$ cat src/srm_pkg.sv
// ----------------------------------------------------------------------------
// srm_pkg
// Shared types and codes of the sixteen-bit register machine step core:
// controller states, command and status bundles, group, op and error codes.
// ----------------------------------------------------------------------------
package srm_pkg;

	// controller states
	typedef enum logic [3:0] {
		ST_IDLE,
		ST_RD1,
		ST_RD2,
		ST_RD3,
		ST_ALU,
		ST_DIV,
		ST_PLAN,
		ST_WR1,
		ST_WR2,
		ST_DONE
	} state_t;

	// controller to datapath commands
	typedef struct packed {
		logic take;
		logic rd1;
		logic rd2;
		logic rd3;
		logic alu;
		logic plan;
		logic wr1;
		logic wr2;
		logic load_out;
	} cmd_t;

	// datapath to controller status
	typedef struct packed {
		logic needs_div;
		logic div_done;
		logic out_free;
	} stat_t;

	// instruction groups
	localparam logic [2:0] GRP_ARITH = 3'd0;
	localparam logic [2:0] GRP_MOVE  = 3'd1;
	localparam logic [2:0] GRP_JUMP  = 3'd2;
	localparam logic [2:0] GRP_CMP   = 3'd3;
	localparam logic [2:0] GRP_MISC  = 3'd4;

	// arithmetic ops
	localparam logic [4:0] ARI_ADD = 5'd0;
	localparam logic [4:0] ARI_SUB = 5'd1;
	localparam logic [4:0] ARI_MUL = 5'd2;
	localparam logic [4:0] ARI_DIV = 5'd3;
	localparam logic [4:0] ARI_REM = 5'd4;
	localparam logic [4:0] ARI_SHL = 5'd5;
	localparam logic [4:0] ARI_SHR = 5'd6;
	localparam logic [4:0] ARI_AND = 5'd7;
	localparam logic [4:0] ARI_OR  = 5'd8;
	localparam logic [4:0] ARI_NOT = 5'd9;
	localparam logic [4:0] ARI_XOR = 5'd10;

	// move ops
	localparam logic [4:0] MOV_MOVE       = 5'd0;
	localparam logic [4:0] MOV_SWAP       = 5'd1;
	localparam logic [4:0] MOV_SWAP_RA    = 5'd2;
	localparam logic [4:0] MOV_SWAP_AA    = 5'd3;
	localparam logic [4:0] MOV_SWAP_RM    = 5'd4;
	localparam logic [4:0] MOV_SWAP_AM    = 5'd5;
	localparam logic [4:0] MOV_SET        = 5'd6;
	localparam logic [4:0] MOV_LOAD       = 5'd7;
	localparam logic [4:0] MOV_LOAD_MEM   = 5'd8;
	localparam logic [4:0] MOV_STORE      = 5'd9;
	localparam logic [4:0] MOV_STORE_ADDR = 5'd10;
	localparam logic [4:0] MOV_STORE_MEM  = 5'd11;
	localparam logic [4:0] MOV_STORE_IMM  = 5'd12;

	// jump ops
	localparam logic [4:0] JMP_IMM        = 5'd0;
	localparam logic [4:0] JMP_IMM_LINK   = 5'd1;
	localparam logic [4:0] JMP_REG        = 5'd2;
	localparam logic [4:0] JMP_REG_LINK   = 5'd3;
	localparam logic [4:0] JMP_IF_F_IMM   = 5'd8;
	localparam logic [4:0] JMP_ITE_T      = 5'd12;
	localparam logic [4:0] JMP_ITE_F      = 5'd13;
	localparam logic [4:0] JMP_ITE_LINK_T = 5'd14;
	localparam logic [4:0] JMP_ITE_LINK_F = 5'd15;

	// kind of a conditional jump, low two op bits
	localparam logic [1:0] JK_IMM      = 2'd0;
	localparam logic [1:0] JK_IMM_LINK = 2'd1;
	localparam logic [1:0] JK_REG      = 2'd2;
	localparam logic [1:0] JK_REG_LINK = 2'd3;

	// compare: relation in op[4:2], mode in op[1:0]
	localparam logic [4:0] CMP_LAST = 5'd23;
	localparam logic [2:0] REL_EQ  = 3'd0;
	localparam logic [2:0] REL_NEQ = 3'd1;
	localparam logic [2:0] REL_LT  = 3'd2;
	localparam logic [2:0] REL_GT  = 3'd3;
	localparam logic [2:0] REL_LE  = 3'd4;
	localparam logic [1:0] MODE_SET = 2'd0;
	localparam logic [1:0] MODE_AND = 2'd1;
	localparam logic [1:0] MODE_OR  = 2'd2;

	// misc ops and system calls
	localparam logic [4:0] MSC_SYS     = 5'd0;
	localparam logic [4:0] MSC_SET_IMM = 5'd1;
	localparam logic [4:0] MSC_SET_IND = 5'd2;
	localparam logic [4:0] MSC_GET_IMM = 5'd3;
	localparam logic [4:0] MSC_GET_IND = 5'd4;
	localparam logic [7:0] SYS_TERM = 8'd0;
	localparam logic [7:0] SYS_GETC = 8'd1;
	localparam logic [7:0] SYS_PUTC = 8'd2;

	// error codes
	localparam logic [3:0] ERR_NONE  = 4'd0;
	localparam logic [3:0] ERR_GROUP = 4'd1;
	localparam logic [3:0] ERR_ARITH = 4'd2;
	localparam logic [3:0] ERR_MOVE  = 4'd3;
	localparam logic [3:0] ERR_JUMP  = 4'd4;
	localparam logic [3:0] ERR_CMP   = 4'd5;
	localparam logic [3:0] ERR_MISC  = 4'd6;
	localparam logic [3:0] ERR_SYS   = 4'd7;
	localparam logic [3:0] ERR_RANGE = 4'd8;

endpackage

$ cat src/srm_ctrl.sv
// ----------------------------------------------------------------------------
// srm_ctrl
// Step sequencer: reads, alu, divide wait, plan, commit WR1/WR2, output load.
// ----------------------------------------------------------------------------
module srm_ctrl (
	input  logic          clk,
	input  logic          arst_n,
	input  logic          in_valid,
	output logic          in_ready,
	input  srm_pkg::stat_t stat,
	output srm_pkg::cmd_t  cmd
);
	import srm_pkg::*;

	state_t state_q;
	state_t state_d;

	// state register
	always_ff @(posedge clk or negedge arst_n) begin
		if (!arst_n) state_q <= ST_IDLE;
		else         state_q <= state_d;
	end

	// next state
	always_comb begin
		state_d = state_q;
		case (state_q)
			ST_IDLE: if (in_valid) state_d = ST_RD1;
			ST_RD1:  state_d = ST_RD2;
			ST_RD2:  state_d = ST_RD3;
			ST_RD3:  state_d = ST_ALU;
			ST_ALU:  state_d = stat.needs_div ? ST_DIV : ST_PLAN;
			ST_DIV:  if (stat.div_done) state_d = ST_PLAN;
			ST_PLAN: state_d = ST_WR1;
			ST_WR1:  state_d = ST_WR2;
			ST_WR2:  state_d = ST_DONE;
			ST_DONE: if (stat.out_free) state_d = ST_IDLE;
			default: state_d = ST_IDLE;
		endcase
	end

	// command outputs
	always_comb begin
		cmd = '0;
		in_ready = 1'b0;
		case (state_q)
			ST_IDLE: begin
				in_ready = 1'b1;
				cmd.take = in_valid;
			end
			ST_RD1:  cmd.rd1 = 1'b1;
			ST_RD2:  cmd.rd2 = 1'b1;
			ST_RD3:  cmd.rd3 = 1'b1;
			ST_ALU:  cmd.alu = 1'b1;
			ST_PLAN: cmd.plan = 1'b1;
			ST_WR1:  cmd.wr1 = 1'b1;
			ST_WR2:  cmd.wr2 = 1'b1;
			ST_DONE: cmd.load_out = stat.out_free;
			default: cmd = '0;
		endcase
	end
endmodule

$ cat config.mk
export PLATFORM = sky130hd
export DESIGN_NAME = srm_ctrl
export DESIGN_NICKNAME = d
export VERILOG_FILES = /design/src/srm_pkg.sv /design/src/srm_ctrl.sv
export SDC_FILE = /design/constraint.sdc
export NUM_CORES = 1
export LEC_CHECK = 0
export ABC_CLOCK_PERIOD_IN_PS = 1100
export BUFFER_PORTS_ARGS = -buffer_cell sky130_fd_sc_hd__buf_2
export CAP_MARGIN = 30
export CELL_PAD_IN_SITES_DETAIL_PLACEMENT = 1
export CELL_PAD_IN_SITES_GLOBAL_PLACEMENT = 1
export CORE_AREA = 2 2 39 41
export CTS_CLUSTER_DIAMETER = 150
export CTS_CLUSTER_SIZE = 14
export DETAILED_ROUTE_END_ITERATION = 16
export DIE_AREA = 0 0 41 43
export HOLD_SLACK_MARGIN = 0.12
export PLACE_DENSITY = 0.76
export SYNTH_ARGS = -nofsm -noshare
export SYNTH_HDL_FRONTEND = slang
export SYNTH_SLANG_ARGS = --single-unit
export TNS_END_PERCENT = 5
$ cat constraint.sdc
create_clock -name clk -period 1.1 [get_ports clk]
set_input_delay 0.11 -clock clk [delete_from_list [all_inputs] [get_ports clk]]
set_output_delay 0.11 -clock clk [all_outputs]
set_load 0.05 [all_outputs]
---- After elaboration in Yosys (flattened, before gate mapping) ----
Index checks and enable logic that the tools add are counted.
cells by class
  equal/unequal tests ..................... 12
  muxes and demuxes ....................... 15
  reductions and logical operators ........ 2
operator list
  cell                                                                   count
  4-bit case mux with 10 select lines                                    1
  4-bit by 3-bit equality test with 1-bit output, second input constant  4
  4-bit 2-to-1 mux                                                       3
  1-bit 2-to-1 mux                                                       10
  4-bit by 2-bit equality test with 1-bit output, second input constant  2
  4-bit equality test, second input constant                             2
  2-bit != test, second input constant                                   3
  4-bit by 1-bit equality test with 1-bit output, second input constant  1
  4-bit logical NOT                                                      1
  3-bit AND reduction                                                    1
  2-bit 2-to-1 mux                                                       1
storage, ports and cells
  register bits ........................... 4
  bits of input ports ..................... 6
  output and inout bits ................... 10
  logic and storage cells ................. 30

---- Longest topological paths before layout ----
Gate-level depths: netlist (run 1).
  depth after elaboration ................. 3
  depth in mapped cells ................... 4
  depth with buffers taken out ............ 3

---- Least setup slack after synthesis (run 1) ----
No wires, ideal clock.
  path type ............................... reg2out
  from .................................... register state_q[1]
  to ...................................... output port cmd[7] (netlist name)
  arrival ................................. 1.897 ns
  data required time ...................... 0.990 ns
  slack ................................... -0.907 ns
  cell stages (with the launch flop) ...... 4
  buffers on the path ..................... 1
  path through ............................ dfrtp_1 buf_6 and2b_1 nor3b_1
RTL lines
  element                 RTL line        RTL
  start, declared         srm_ctrl.sv:15  state_t state_q;
  start signal, assigned  srm_ctrl.sv:21  else state_q <= state_d;
  end, declared           srm_ctrl.sv:11  output srm_pkg::cmd_t cmd

==> impl_metrics.yaml, run 1 <==
cts:
  clk_path_buf_depth: 2
  clk_pin_slew_ps: 40
  cts_tree: "yes"
  h-tree-depth: 1
  clock-sinks: 4
  cts_root_buf: "clkbuf_4"
  cts_buffers: 3
  clock_latency_ps: 240
floorplan:
  start_util_pct: 23.9
  fp.coreArea_um2: 1380
  io_pins: 16
  die_x_um: 41
  die_h_um: 43
  fp-row-count: 14
  dieArea_um2: 1760
pwr:
  power_mw: 2.47
  powerDensity_nw_per_um2: 3700
  ir_worst_vdd_v: 0.00163
  p_leak_nw: 0.293
sta:
  timing.final.crit_period_ps: 1460
  skew_ps: 6.33
  fmax_mhz: 683
  worstMarginPinSlew_ps: 276
  finalHoldWorstSlack_ps: 208
  post-route-period-util_pct: 133
  setup_ws_ps: -364
  hold_viol: 0
  max_slew_margin_pct: 81.6
  grt_setup_unrepaired: "yes"
  setup_viol: 12
  maxSlewViolCount: 0
worst_setup_path:
  endpoint_kind: "output port"
  critPathLaunch: "state_q[1]"
  start_kind: "flip-flop"
  cp-endpoint: "cmd[7]"
  rr_startpoint: "state_q[2]"
  crit_type: "reg2out"
  rr_endpoint: "state_q[0]"
  rrSetupSlack_ps: -130
  required_ps: 990
  cp_data_arrival_time_ps: 1350
  r2r_cells: 4
  critPathMaxFanout: 5
hold_path:
  min_path_type: "in2async"
global_route:
  first_global_vias: 429
  grt-ovfl-total: 0
  track_usage_pct: 19.8
  grt_max_degree: 11
  grt_antenna_before_repair: 0
  grt_pass1_wl_um: 2190
routing:
  drt-initial-drc-count: 3
  wirelength_um: 1420
  post_drt_wl_per_cell_um: 17.8
  ant_nets: 0
  viasPerCell: 4.88
  drtPass1Iterations: 2
  via_count: 390
  drc: 0
yosys:
  synth_nets: 43
  syn_area_per_cell_um2: 8.93
  synth_top_area_share_pct: 30.3
  syn_inst: 37
  netlist_top_cells_area: "dfrtp_1 (30%), nand2b_1 (7.6%), buf_6 (6.8%)"
  synth_area_um2: 330
  synth_area_leader_cell: "dfrtp_1"
  synth.distinct_cells: 21
  yosys_register_bits: 4
  yosysWarnings: 0
  ys_seq_area_share_pct: 30.3
layout:
  antennaDiodeCount: 0
  drive_gt1_share_pct: 75.0
  post-route-util_pct: 48.2
  max_flop_register: "state_q"
  postLayoutCellArea_um2: 667
  largest_reg_flops: 4
  fin_nets: 72
  syn2layout_area_growth_pct: 102
  fin_cells: 80
  reg_top3: "state_q (4)"
place:
  portBuffers: 15
  dpl_cell_area_um2: 480
  globalplace.congestion: 0.738
  dp.cells: 72
  hpwlAfterDp_um: 787
outcome:
  status: "finished, violations left"
  violations: "negative setup slack"
flow_run:
  cap_violations: 0
## layout make-up
class | count | area [um^2]
Multi-Input combinational cell | 29 | 270
Clock buffer | 3 | 22.5
Tap cell | 16 | 20.0
Timing Repair Buffer | 28 | 249
Fill cell | 159 | 717
Sequential cell | 4 | 105
## timing repair
action,4_1_cts,5_1_grt
setup endpoints to repair,13,14
pin swaps,4,1
buffers inserted,4,0
endpoints found under the hold margin,4,0
resized for setup,32,6
hold buffers,1,0
## stage by stage
stage	setup WS, ps	TNS, ps
global route	-406	-3700
finish	-364	-3010
floorplan	-550	-3390
global placement	-191	-1770
CTS	-316	-2920
detailed placement	-239	-2390
## worst min-delay path by stage
| stage | startpoint | to | slack (ps) | cells after the start |
|---|---|---|---|---|
| 2_1_floorplan | arst_n | state_q[0] | -190 | 0 |
| 3_3_place_gp | arst_n | state_q[0] | -80 | 1 |
| 3_5_place_dp | arst_n | state_q[1] | -80 | 1 |
| 4_1_cts | stat[0] | state_q[3] | 190 | 3 |
| 5_1_grt | arst_n | state_q[1] | 210 | 2 |
| 6_report | arst_n | state_q[1] | 210 | 2 |
## placed cells by master, fill, tap and decap left out, drive strengths merged, types with 2 or more instances in the layout
cell type	Yosys	routed
buf	4	27
clkbuf	0	3
nand2b	4	4
nor2	4	4
nor3	4	4
a21oi	2	2
dfrtp	4	4
nand2	2	2
## layer usage
metal / track usage (%) / wire [um] / vias up
met5: 0 / 0 / -
met4: 8.00 / 22 / 0
met3: 5.76 / 56 / 2
met2: 33.8 / 858 / 10
met1: 21.3 / 484 / 193
li1: - / - / 185
## logic make-up (layout without fill, tap and decap cells)
| kind of cell | after synthesis | after routing | synth area share [%] |
|---|---|---|---|
| xor gates and xnor gates | 1 | 1 | 2.65 |
| and+or+nand+nor | 20 | 20 | 38.3 |
| AOI/OAI and AO/OA | 8 | 8 | 18.9 |
| DFF | 4 | 4 | 30.3 |
| buffers and inverters | 4 | 31 | 9.85 |
## cells in the mapped netlist
| master | n |
|---|---|
| nor3_1 | 4 |
| o22ai_1 | 1 |
| o21ai_1 | 1 |
| xor2_1 | 1 |
| nand2b_1 | 4 |
| and2_1 | 1 |
| a211o_1 | 1 |
| nor2b_1 | 1 |
| buf_2 | 2 |
| buf_6 | 2 |
| nand2_1 | 2 |
| o32a_1 | 1 |
| a21oi_1 | 2 |
| o21bai_1 | 1 |
| nor2_1 | 4 |
| nor3b_1 | 1 |
| and2b_1 | 1 |
| dfrtp_1 | 4 |
| and4b_1 | 1 |
| o2bb2ai_2 | 1 |
| nor4_4 | 1 |
## worst max-delay path, cell delays in order (launching register included)
cell and delay (ps):
dfrtp_2 450, and2b_2 270, nor3b_4 210, buf_6 190
## power breakdown
part           total [mW]  switching, mW  internal, mW
clock               0.184         0.0617         0.122
combinational        1.85           1.01         0.839
sequential          0.436          0.201         0.235
total                2.47           1.28          1.20
Power figures use the tool's default switching activity.
==> inputs of run 2 (changes only) <==
--- a/config.mk
+++ b/config.mk
@@ -5,18 +5,19 @@
 export SDC_FILE = /design/constraint.sdc
 export NUM_CORES = 1
 export LEC_CHECK = 0
+export ABC_AREA = 1
 export ABC_CLOCK_PERIOD_IN_PS = 1100
 export BUFFER_PORTS_ARGS = -buffer_cell sky130_fd_sc_hd__buf_2
 export CAP_MARGIN = 30
 export CELL_PAD_IN_SITES_DETAIL_PLACEMENT = 1
 export CELL_PAD_IN_SITES_GLOBAL_PLACEMENT = 1
-export CORE_AREA = 2 2 39 41
+export CORE_MARGIN = 2
+export CORE_UTILIZATION = 23
 export CTS_CLUSTER_DIAMETER = 150
 export CTS_CLUSTER_SIZE = 14
 export DETAILED_ROUTE_END_ITERATION = 16
-export DIE_AREA = 0 0 41 43
 export HOLD_SLACK_MARGIN = 0.12
-export PLACE_DENSITY = 0.76
+export PLACE_DENSITY = 0.8
 export SYNTH_ARGS = -nofsm -noshare
 export SYNTH_HDL_FRONTEND = slang
 export SYNTH_SLANG_ARGS = --single-unit
==> impl_metrics.yaml, run 2 <==
yosys:
  ys.flop_type: "dfrtp_1"
  syn_area_per_cell_um2: 5.72
  netlist_top_cells_area: "dfrtp_1 (32%), nor2_1 (17%), nand2_1 (15%)"
  ys_seq_area_share_pct: 32.4
  synth_area_leader_cell: "dfrtp_1"
  yosysWarnings: 0
  synth_commonest_cells: "nor2_1 (14), nand2_1 (12), inv_1 (9), nand3_1 (5), dfrtp_1 (4)"
  synth_edf_count: 0
  synth_area_um2: 309
  ys_async_sr_fraction_pct: 100
  yosysMostFrequentCell: "nor2_1"
  synth_top_area_share_pct: 32.4
  syn_inst: 54
  synth.distinct_cells: 12
  synth_nets: 60
  yosys_register_bits: 4
global_route:
  grt_pass1_wl_um: 1730
  grt_most_used_layer: "met2"
  grt_antenna_before_repair: 0
  track_usage_pct: 16.6
  met2_usage_pct: 31.3
  first_global_vias: 405
  use_met3_pct: 2.72
  grt-ovfl-total: 0
  grt.met1_usage_pct: 16.5
  grt_max_degree: 8
floorplan:
  die_h_um: 40.7
  die_x_um: 40.7
  io_pins: 16
  fp-row-count: 13
  start_util_pct: 24.1
  fp.coreArea_um2: 1280
  dieArea_um2: 1650
cts:
  clock-sinks: 4
  h-tree-depth: 1
  clock_latency_ps: 240
  cts_buffers: 3
  clk_pin_slew_ps: 40
  cts_tree: "yes"
  cts_root_buf: "clkbuf_4"
  clk_path_buf_depth: 2
worst_setup_path:
  cp_data_arrival_time_ps: 1220
  rrSetupSlack_ps: -160
  cp-endpoint: "cmd[7]"
  crit_type: "reg2out"
  r2r_cells: 7
  critPathLaunch: "state_q[1]"
  required_ps: 990
  endpoint_kind: "output port"
  rr_startpoint: "state_q[2]"
  rr_endpoint: "state_q[1]"
  critPathMaxFanout: 7
  start_kind: "flip-flop"
sta:
  tns_ps: -2360
  worstMarginPinSlew_ps: 260
  setup_ws_ps: -230
  max_slew_margin_pct: 82.6
  maxSlewViolCount: 0
  post-route-period-util_pct: 121
  setup_viol: 12
  grt_setup_unrepaired: "yes"
  fmax_mhz: 752
  skew_ps: 3.15
  hold_viol: 0
  timing.final.crit_period_ps: 1330
place:
  hpwlAfterDp_um: 902
  globalplace.congestion: 0.679
  portBuffers: 15
hold_path:
  worstHoldPathCells: 4
  holdCritStartpoint: "stat[0]"
  min_path_type: "in2reg"
layout:
  layout_common_cells: "buf_6 (11), nand2_1 (8), nor2_4 (7), inv_1 (7)"
  drive_gt1_share_pct: 63.0
  antennaDiodeCount: 0
  final_common_cell: "buf_6"
  fin_nets: 88
  syn2layout_area_growth_pct: 124
  fill_cells: 173
  largest_reg_flops: 4
  seqCellArea_um2: 104
  multi_input_area_um2: 275
  max_flop_register: "state_q"
  reg_top3: "state_q (4)"
flow_run:
  cap_violations: 0
routing:
  wirelength_um: 1190
  ant_nets: 0
  drtPass1Iterations: 1
  viasPerCell: 4.46
  post_drt_wl_per_cell_um: 12.4
  via_count: 428
  drt-initial-drc-count: 0
  drc: 0
outcome:
  status: "finished, violations left"
  violations: "negative setup slack"
## run 2: cell count changes after synthesis, moves of 2 or more
cell      delta
nand2_1     +10
nor2_1      +10
inv_1        +9
nand3_1      +5
nand2b_1     -4
a21oi_1      -2
buf_2        -2
buf_6        -2
inv_2        +2
nor2_2       +2
nor3_1       -2
## run 2: through the flow
stage                     util [%]  worst slack (ps)  cell area [um^2]  hold WS [ps]  std cells
after floorplan                  -              -161               373          -186         54
after global placement        39.8             -97.6               512         -83.6         90
after detailed placement      39.8              -139               512         -79.0         90
after CTS                     53.3              -243               684           174         96
after global routing          53.8              -301               692           211         96
final                         53.8              -230               692           195         96
## run 2: repair_timing
item | in CTS | in global routing
hold buffers | 1 | 0
setup endpoints to repair | 12 | 14
buffers inserted | 1 | 0
endpoints found under the hold margin | 4 | 0
gates resized for setup | 40 | 3
pin swaps | 9 | 3
## run 2: cells by family after synthesis
family,synth area share [%]
and+or+nand+nor,51.0
buffers and inverters,13.4
DFF,32.4
AOI/OAI and AO/OA,3.24
## run 2: layout make-up
| type | instances | area share (%) |
|---|---|---|
| Clock buffer | 4 | 3.80 |
| Multi-Input combinational cell | 39 | 39.8 |
| Inverter | 11 | 7.05 |
| Tap cell | 15 | 2.71 |
| Sequential cell | 4 | 15.0 |
| Timing Repair Buffer | 23 | 31.6 |
## run 2: critical path, cell delays in order (launching register included)
cell,delay (ps)
dfrtp_2,500
buf_6,160
nor3_4,150
buf_6,180
## run 2: worst min-delay path by stage
stage	slack (ps)	endpoint
2_1_floorplan	-190	state_q[0]
3_3_place_gp	-80	state_q[2]
3_5_place_dp	-80	state_q[2]
4_1_cts	170	state_q[3]
5_1_grt	210	state_q[1]
6_report	190	state_q[3]
## run 2: layer usage
metal  vias to the layer above  share of wire [%]
met5                         -                  0
met4                         0                1.6
met3                         2                2.1
met2                        11                 60
met1                       196                 36
li1                        219                  -
Power of run 2 is not shown: default switching activity piles up to over one toggle a cycle in this logic, so the estimate is an artifact.
==> inputs of run 3 (changes only) <==
--- a/config.mk
+++ b/config.mk
@@ -9,15 +9,14 @@
 export ABC_CLOCK_PERIOD_IN_PS = 1100
 export BUFFER_PORTS_ARGS = -buffer_cell sky130_fd_sc_hd__buf_2
 export CAP_MARGIN = 30
-export CELL_PAD_IN_SITES_DETAIL_PLACEMENT = 1
-export CELL_PAD_IN_SITES_GLOBAL_PLACEMENT = 1
-export CORE_MARGIN = 2
-export CORE_UTILIZATION = 23
+export CORE_AREA = 2 2 39 41
 export CTS_CLUSTER_DIAMETER = 150
 export CTS_CLUSTER_SIZE = 14
 export DETAILED_ROUTE_END_ITERATION = 16
+export DIE_AREA = 0 0 41 43
 export HOLD_SLACK_MARGIN = 0.12
-export PLACE_DENSITY = 0.8
+export PLACE_DENSITY = 0.59
+export RECOVER_POWER = 50
 export SYNTH_ARGS = -nofsm -noshare
 export SYNTH_HDL_FRONTEND = slang
 export SYNTH_SLANG_ARGS = --single-unit
==> impl_metrics.yaml, run 3 (synthesis gave the netlist of run 2 again) <==
cts:
  clk_pin_slew_ps: 40
  cts_setup_buffers: 0
  cts_buffers: 3
  cts_tree: "yes"
  h-tree-depth: 1
  clk_path_buf_depth: 2
  clock_latency_ps: 230
  cts_root_buf: "clkbuf_4"
  clock-sinks: 4
layout:
  fin_nets: 87
  max_flop_register: "state_q"
  postLayoutCellArea_um2: 634
  final_common_cell: "nand2_1"
  seqCellArea_um2: 101
  syn2layout_area_growth_pct: 105
  drive_gt1_share_pct: 55.0
  reg_top3: "state_q (4)"
  layout_common_cells: "nand2_1 (10), inv_1 (7), buf_4 (7), buf_6 (7), nor2_2 (6)"
  antennaDiodeCount: 0
  fill_cells: 157
  multi_input_area_um2: 248
  largest_reg_flops: 4
routing:
  via_count: 396
  ant_nets: 0
  drt-initial-drc-count: 1
  drc: 0
  wirelength_um: 893
  post_drt_wl_per_cell_um: 9.30
  viasPerCell: 4.13
  drtPass1Iterations: 3
outcome:
  violations: "negative setup slack"
  status: "finished, violations left"
floorplan:
  dieArea_um2: 1760
  io_pins: 16
  die_h_um: 43
  start_util_pct: 22.3
  fp.coreArea_um2: 1380
  fp-row-count: 14
  die_x_um: 41
sta:
  setup_viol: 12
  worstMarginPinSlew_ps: 231
  maxSlewViolCount: 0
  fmax_mhz: 757
  max_slew_margin_pct: 84.6
  skew_ps: 5.31
  grt_setup_unrepaired: "yes"
  hold_viol: 0
  post-route-period-util_pct: 120
  setup_ws_ps: -221
  timing.final.crit_period_ps: 1320
global_route:
  use_met3_pct: 1.57
  grt.met1_usage_pct: 11.1
  first_global_vias: 391
  grt-ovfl-total: 0
  grt_max_degree: 7
  grt_most_used_layer: "met2"
  grt_pass1_wl_um: 1420
  grt_antenna_before_repair: 0
  track_usage_pct: 12.2
  met2_usage_pct: 23.4
worst_setup_path:
  required_ps: 990
  cp_data_arrival_time_ps: 1210
  critPathMaxFanout: 5
  max_stage_delay_ps: 410
  critPathSlowestCell: "dfrtp_1"
  crit_type: "reg2out"
  endpoint_kind: "output port"
  start_kind: "flip-flop"
  crit_path_cell_trace: "inv_2, nand2_4, nor3_4, buf_6"
place:
  portBuffers: 15
  hpwlAfterDp_um: 698
  dpl_cell_area_um2: 513
  globalplace.congestion: 0.738
hold_path:
  min_path_type: "in2reg"
flow_run:
  cap_violations: 0
[run 3: cell types whose count changed in the layout (fill, tap and decap cells not counted), sizes merged]
cell and change:
buf -2, clkbuf +1
[run 3: path summary, 6_finish.rpt]
kind                       startpoint    endpoint  slack, ps  depth (start not counted)
max                        state_q[0]      cmd[8]       -220                          4
max in group asynchronous      arst_n  state_q[1]        680                          2
max reg2reg                state_q[2]  state_q[1]       -100                          7
min in group asynchronous      arst_n  state_q[0]        230                          2
min                           stat[0]  state_q[3]        200                          4
min reg2reg                state_q[2]  state_q[2]        720                          3
[run 3: layout make-up]
cell class              count  area share [%]
clock buffers               4            4.14
inverters                  11            6.90
well taps                  16            3.16
flip-flops and latches      4            16.0
multi-input cells          39            39.1
repair buffers             22            30.8
[run 3: layer usage]
metal	wire [um]	part of all wire [%]
met3	28	3.1
met2	554	62
met4	0	0
met1	310	35
met5	0	0
[run 3: critical path: cells and delay by family, from the launching register on]
family                 cells  cell delay [ps]
buffers and inverters      2              300
DFF                        1              410
and+or+nand+nor            2              270
[run 3: per-stage QoR]
step	std cells	util, %	worst slack, ps	setup TNS (ps)	hold slack [ps]
floorplan	54	-	-161	-1050	-186
global placement	91	37.1	-83.2	-443	-84.5
detailed placement	91	37.1	-125	-608	-84.4
CTS	96	44.2	-228	-2060	197
global route	96	45.8	-272	-2970	232
finish	96	45.8	-221	-2060	198
[run 3: timing repair]
| action | 4_1_cts | 5_1_grt |
|---|---|---|
| hold buffers | 1 | 0 |
| endpoints found under the setup margin | 12 | 14 |
| resized for setup | 22 | 6 |
| pin swaps | 1 | 3 |
| hold endpoints to repair | 4 | 0 |
Power of run 3 is left out for the same reason.
